### config.mk
export PLATFORM = sky130hd
export DESIGN_NAME = unsigned_restoring_divider_flat
export DESIGN_NICKNAME = d
export VERILOG_FILES = /design/src/rtl/urd_pkg.sv /design/src/rtl/urd_if.sv /design/src/rtl/urd_stage.sv /design/src/rtl/unsigned_restoring_divider.sv /design/src/flat_wrapper.sv
export SDC_FILE = /design/constraint.sdc
export NUM_CORES = 2
export LEC_CHECK = 0
export ABC_CLOCK_PERIOD_IN_PS = 28500
export BUFFER_PORTS_ARGS = -buffer_cell sky130_fd_sc_hd__buf_2
export CAP_MARGIN = 5
export CORE_UTILIZATION = 57
export DETAILED_ROUTE_END_ITERATION = 10
export PLACE_DENSITY = 0.81
export SYNTH_ARGS = -nofsm -noshare
export SYNTH_HDL_FRONTEND = slang
export SYNTH_SLANG_ARGS = --single-unit
### constraint.sdc
create_clock -name clk -period 28.5 [get_ports clk]
set_clock_uncertainty 0.2 [all_clocks]
set_input_delay 2.85 -clock clk [delete_from_list [all_inputs] [get_ports clk]]
set_output_delay 2.85 -clock clk [all_outputs]
set_load 0.005 [all_outputs]
### src/rtl/urd_pkg.sv
// shared width, stage word type and the per-bit division step
package urd_pkg;

    localparam int WIDTH = 32;

    // word carried between stages
    typedef struct packed {
        logic [WIDTH-1:0] acc;   // dividend bits not yet used, quotient bits shifted in
        logic [WIDTH-1:0] rem;   // partial remainder
        logic [WIDTH-1:0] den;   // divisor
        logic             dz;    // divisor was zero
    } stage_t;

    // one restoring step: shift in the next dividend bit, subtract when it fits
    function automatic stage_t div_step(input stage_t s);
        logic [WIDTH-1:0] shifted;
        logic [WIDTH:0]   diff;
        logic             fits;
        stage_t           r;
        shifted = {s.rem[WIDTH-2:0], s.acc[WIDTH-1]};
        diff    = {1'b0, shifted} - {1'b0, s.den};
        fits    = ~diff[WIDTH];
        r.acc   = {s.acc[WIDTH-2:0], fits};
        r.rem   = fits ? diff[WIDTH-1:0] : shifted;
        r.den   = s.den;
        r.dz    = s.dz;
        return r;
    endfunction

endpackage

### src/rtl/urd_if.sv
// operand and result channel interfaces
interface urd_in_if
    import urd_pkg::*;
();
    logic             valid;
    logic             ready;
    logic [WIDTH-1:0] dividend;
    logic [WIDTH-1:0] divisor;

    modport source (output valid, output dividend, output divisor, input ready);
    modport sink (input valid, input dividend, input divisor, output ready);
endinterface

interface urd_out_if
    import urd_pkg::*;
();
    logic             valid;
    logic             ready;
    logic [WIDTH-1:0] quotient;
    logic [WIDTH-1:0] remainder;
    logic             divide_by_zero;

    modport source (output valid, output quotient, output remainder,
                    output divide_by_zero, input ready);
    modport sink (input valid, input quotient, input remainder,
                  input divide_by_zero, output ready);
endinterface

### src/rtl/urd_stage.sv
// one pipeline stage: a single quotient bit with its own valid and stall logic
module urd_stage
    import urd_pkg::*;
(
    input  logic   clk,
    input  logic   rst_n,
    input  logic   up_valid,
    output logic   up_ready,
    input  stage_t up_word,
    output logic   dn_valid,
    input  logic   dn_ready,
    output stage_t dn_word
);

    logic   valid_reg;
    logic   valid_next;
    stage_t word_reg;
    stage_t word_next;
    logic   load;

    // stage takes a word when empty or when its word leaves this cycle
    assign up_ready = ~valid_reg | dn_ready;
    assign load     = up_valid & up_ready;

    always_comb
    begin
        valid_next = valid_reg;
        if (load)
        begin
            valid_next = 1'b1;
        end
        else if (dn_ready)
        begin
            valid_next = 1'b0;
        end
    end

    assign word_next = div_step(up_word);

    always_ff @(posedge clk or negedge rst_n)
    begin
        if (!rst_n)
        begin
            valid_reg <= 1'b0;
        end
        else
        begin
            valid_reg <= valid_next;
        end
    end

    always_ff @(posedge clk)
    begin
        if (load)
        begin
            word_reg <= word_next;
        end
    end

    assign dn_valid = valid_reg;
    assign dn_word  = word_reg;

endmodule

### src/rtl/unsigned_restoring_divider.sv
// top level: pipelined unsigned restoring divider
//
// unsigned 32-bit divider built as a chain of 32 register stages, one quotient
// bit per stage, most significant first. every stage holds a shift of the
// partial remainder, one 33-bit subtract and a select, so an operand word can
// enter on every clock, provided the result side keeps taking words, and a
// result word leaves once it has passed through every stage. each stage has its
// own valid bit and stalls only when it is full and the stage after it cannot
// take its word, so bubbles close up and, while a finished result waits in the
// last stage, operands keep being accepted until the stages before it are full.
// the last stage is the output register. a zero divisor raises divide_by_zero;
// the quotient is then all ones and the remainder equals the dividend, which is
// what the plain shift-and-subtract steps give.
module unsigned_restoring_divider
    import urd_pkg::*;
(
    input  logic      clk,
    input  logic      rst_n,
    urd_in_if.sink    operands,
    urd_out_if.source results
);

    // link k feeds stage k; link WIDTH is the last stage's output
    stage_t link_word  [0:WIDTH];
    logic   link_valid [0:WIDTH];
    logic   link_ready [0:WIDTH];

    // entry word: whole dividend to shift out, empty remainder
    assign link_word[0].acc = operands.dividend;
    assign link_word[0].rem = '0;
    assign link_word[0].den = operands.divisor;
    assign link_word[0].dz  = (operands.divisor == '0);
    assign link_valid[0]    = operands.valid;
    assign operands.ready   = link_ready[0];

    for (genvar k = 0; k < WIDTH; k++)
    begin : g_stage
        urd_stage u_stage (
            .clk      (clk),
            .rst_n    (rst_n),
            .up_valid (link_valid[k]),
            .up_ready (link_ready[k]),
            .up_word  (link_word[k]),
            .dn_valid (link_valid[k+1]),
            .dn_ready (link_ready[k+1]),
            .dn_word  (link_word[k+1])
        );
    end

    // after all steps the accumulator holds only quotient bits
    assign results.valid          = link_valid[WIDTH];
    assign link_ready[WIDTH]      = results.ready;
    assign results.quotient       = link_word[WIDTH].acc;
    assign results.remainder      = link_word[WIDTH].rem;
    assign results.divide_by_zero = link_word[WIDTH].dz;

endmodule

### src/flat_wrapper.sv
// flat-port wrapper written by rule: the top's interface ports become plain ports
module unsigned_restoring_divider_flat import urd_pkg::*;
  (clk, rst_n, operands_valid, operands_dividend, operands_divisor, operands_ready, results_valid, results_quotient, results_remainder, results_divide_by_zero, results_ready);
  urd_in_if operands_i ();
  urd_out_if results_i ();
  input  logic clk;
  input  logic rst_n;
  input wire logic [$bits(operands_i.valid)-1:0] operands_valid;
  input wire logic [$bits(operands_i.dividend)-1:0] operands_dividend;
  input wire logic [$bits(operands_i.divisor)-1:0] operands_divisor;
  output wire logic [$bits(operands_i.ready)-1:0] operands_ready;
  output wire logic [$bits(results_i.valid)-1:0] results_valid;
  output wire logic [$bits(results_i.quotient)-1:0] results_quotient;
  output wire logic [$bits(results_i.remainder)-1:0] results_remainder;
  output wire logic [$bits(results_i.divide_by_zero)-1:0] results_divide_by_zero;
  input wire logic [$bits(results_i.ready)-1:0] results_ready;
  assign operands_i.valid = operands_valid;
  assign operands_i.dividend = operands_dividend;
  assign operands_i.divisor = operands_divisor;
  assign operands_ready = operands_i.ready;
  assign results_valid = results_i.valid;
  assign results_quotient = results_i.quotient;
  assign results_remainder = results_i.remainder;
  assign results_divide_by_zero = results_i.divide_by_zero;
  assign results_i.ready = results_ready;
  unsigned_restoring_divider u_core (.clk(clk), .rst_n(rst_n), .operands(operands_i), .results(results_i));
endmodule
==> flow_summary.yaml <==
status:
  status: "complete, but fails checks"
  failing_checks: "design-rule violations"
synthesis:
  synth_seq_cells: 3073
  synth_top_area_share_pct: 60.1
  async_flop_share_pct: 1.04
  synthCells: 12023
  yosysMostFrequentCell: "sky130_fd_sc_hd__edfxtp_1"
  ys.warnings.count: 0
  synth_edf_count: 3041
  syn_area_um2: 152000
  synth.top_cells.by_area: "sky130_fd_sc_hd__edfxtp_1, sky130_fd_sc_hd__ha_1, sky130_fd_sc_hd__inv_1"
  synth_flop_cell: "sky130_fd_sc_hd__edfxtp_1"
  yosys.area.top_type: "sky130_fd_sc_hd__edfxtp_1"
  synth_sequential_area_ratio_pct: 60.6
  synth.top_cells.by_count: "sky130_fd_sc_hd__edfxtp_1, sky130_fd_sc_hd__inv_1, sky130_fd_sc_hd__ha_1, sky130_fd_sc_hd__nand2_1, sky130_fd_sc_hd__o21ai_0"
  syn-mean-instance-area_um2: 12.6
  netlist-cell-type-count: 104
grt:
  grt_max_degree: 82
  grt_use_total_pct: 23.3
  number_of_global_route_vias_before_repair: 95811
  grt_antenna_before_repair: 4
  global_route_wire_length_before_repair_mm: 506
  overflow: 0
sta:
  final_max_slew_viol_count: 0
  slew-limit-headroom_pct: 9.14
  fin_worst_hold_slack_ns: 0.159
  timing_worst_slew_pin_value_ns: 1.33
  max_freq_mhz: 100
  fin_crit_ns: 9.99
  final.period_utilization_pct: 35.1
  setup_viol: 0
  grt_setup_unrepaired: "no"
  tns_ns: 0
  number_of_endpoints_with_negative_hold_slack_in_the_final_report: 0
final_layout:
  num-nets-final: 13453
  drive_above_1_share_pct: 9.35
  synthesis_to_finish_area_growth_pct: 10.3
  final_cell_count_no_fill: 16156
route:
  final_antenna_net_count: 0
  viasPerCell: 5.89
  detail_route_met2_wl_mm: 162
  via_count: 95143
  remaining_drc_errors: 23
  route.top_layer_used: "met5"
  wl_per_cell_um: 19.8
  drt_iter0_drc: 7837
  detail_route.wirelength_mm: 319
  drt_first_pass_iters: 11
  detailroute.wirelength.met3_mm: 16.0
  wirelength_met1_mm: 129
clock_tree:
  cts-htree-levels: 5
  tritoncts_clock_tree: "done"
  clk_pin_slew_worst_paths_ns: 0.06
  tritoncts_num_sinks: 3073
  cts_resized: 0
  cts_made_buffers: 320
  cts_root_buffer: "sky130_fd_sc_hd__clkbuf_16"
  post_cts_buffers: 0
  clk-insertion-delay-late_ns: 0.93
  clock_path_buffers: 4
  cts_hold_repair.buffers: 0
floorplanning:
  die_x_um: 519
  area_enclosed_by_the_die_boundary_um2: 269000
  floorplan.core_area_um2: 265000
  floorplan.initialDensity_pct: 57.3
  die_y_um: 519
  io-pin-count: 135
  core.rowCount: 189
worst_setup_path:
  worst-setup-path-type: "in2out"
  critical_path.endpoint: "operands_ready"
  setup.worst_path.start_class: "input port"
  reg2reg_to: "u_core.g_stage[0].u_stage.dn_word[31]$_DFFE_PP_"
  crit_fanout: 8
  endpoint_kind: "output pin"
  r2r_cells: 11
  startpoint: "results_ready"
  reg2reg_from: "u_core.g_stage[31].u_stage.dn_valid$_DFFE_PN0P_"
  timing.reg2reg.setup_slack_ns: 22.92
  cp.arrival_ns: 6.94
  timing.critical_path.required_ns: 25.45
place:
  number_of_i_o_port_buffers: 134
  dp_cells: 15571
  dp_hpwl_mm: 229
  place_congestion: 0.926
power_and_ir_drop:
  p_leak_uw: 0.0675
  peakVddDrop_v: 0.0000651
  report.power.total_uw: 18600
  power_density_nw_per_um2: 111
min_path:
  timing.hold.worst.class: "reg2reg"
run:
  cap_violations: 0
## final cells by class
type                            instances  area [um^2]
Clock inverter                        163         1790
Fill cell                           18926        97700
Timing Repair Buffer                  199         1160
Antenna cell                            2         5.00
Clock buffer                          420         8710
Sequential cell                      3073        92100
Multi-Input combinational cell       7518        54800
Inverter                             1248         4680
Tap cell                             3533         4420
## per-stage QoR
stage	util, %	setup WS (ns)	cell area [um^2]
after floorplan	-	16.87	152000
after global placement	59.2	18.77	157000
after detailed placement	59.2	18.63	157000
after CTS	63.2	18.52	168000
after global routing	63.2	18.31	168000
final	63.2	18.51	168000
## worst min path at each step
stage | start | endpoint | slack, ns | depth (start not counted)
finish | u_core.g_stage[11].u_stage.dn_word[76]$_DFFE_PP_ | u_core.g_stage[12].u_stage.dn_word[77]$_DFFE_PP_ | 0.16 | 0
global route | u_core.g_stage[11].u_stage.dn_word[76]$_DFFE_PP_ | u_core.g_stage[12].u_stage.dn_word[77]$_DFFE_PP_ | 0.16 | 0
CTS | u_core.g_stage[9].u_stage.dn_word[84]$_DFFE_PP_ | u_core.g_stage[10].u_stage.dn_word[85]$_DFFE_PP_ | 0.16 | 0
detailed placement | u_core.g_stage[9].u_stage.dn_word[90]$_DFFE_PP_ | u_core.g_stage[10].u_stage.dn_word[91]$_DFFE_PP_ | 0.20 | 0
global placement | u_core.g_stage[27].u_stage.dn_word[65]$_DFFE_PP_ | u_core.g_stage[28].u_stage.dn_word[66]$_DFFE_PP_ | 0.20 | 0
floorplan | u_core.g_stage[9].u_stage.dn_word[0]$_DFFE_PP_ | u_core.g_stage[10].u_stage.dn_word[0]$_DFFE_PP_ | 0.20 | 0
## cells by family (layout without fill, tap and decap cells)
kind of cell    Yosys count  in the layout  share of synthesized area, %
other cells               1             17                       0.00247
fa+ha+maj              1025           1025                          8.59
mux                     427            427                          3.12
flops                  3073           3073                          60.6
compound gates         2944           2944                          12.5
simple gates           2381           2381                          7.40
buf+inv                1446           2030                          3.68
xor+xnor                726            726                          4.18
## flip-flops by register name, indices dropped and copies added, names as in the netlist
name	count
u_core.g_stage.u_stage.dn_word	3041
u_core.g_stage.u_stage.dn_valid	32
## per-layer routing
| metal | global-route usage (%) | vias to the layer above |
|---|---|---|
| met5 | 0 | - |
| met4 | 8.63 | 2 |
| met3 | 2.87 | 785 |
| met2 | 41.6 | 2887 |
| met1 | 28.9 | 46357 |
| li1 | - | 45112 |
## critical path, cell delays in order
cell	delay, ns
sky130_fd_sc_hd__buf_2	0.12
sky130_fd_sc_hd__and3b_1	0.41
sky130_fd_sc_hd__nand3_1	0.40
sky130_fd_sc_hd__or4_1	0.85
sky130_fd_sc_hd__nor4_2	0.60
sky130_fd_sc_hd__and3_1	0.61
sky130_fd_sc_hd__nand4_1	0.27
sky130_fd_sc_hd__inv_1	0.18
sky130_fd_sc_hd__and3_1	0.29
sky130_fd_sc_hd__nand3_1	0.18
sky130_fd_sc_hd__buf_2	0.16
## cell usage in the layout (no fill, tap or decap), types with 325 or more instances in the layout
cell,Yosys,routed
sky130_fd_sc_hd__edfxtp_1,3041,3041
sky130_fd_sc_hd__xnor2_1,423,423
sky130_fd_sc_hd__o21ai_0,761,761
sky130_fd_sc_hd__inv_1,1239,1239
sky130_fd_sc_hd__a21oi_1,743,741
sky130_fd_sc_hd__clkbuf_16,0,329
sky130_fd_sc_hd__nor2_1,557,554
sky130_fd_sc_hd__ha_1,994,994
sky130_fd_sc_hd__mux2_2,330,330
sky130_fd_sc_hd__a21o_1,325,325
sky130_fd_sc_hd__nand2_1,816,816
## power breakdown
group	internal (uW)	leakage, uW	switching, uW
combinational	3200	0.0322	4270
clock	2420	0.00510	1760
sequential	6410	0.0302	579
Power figures use the tool's default switching activity.
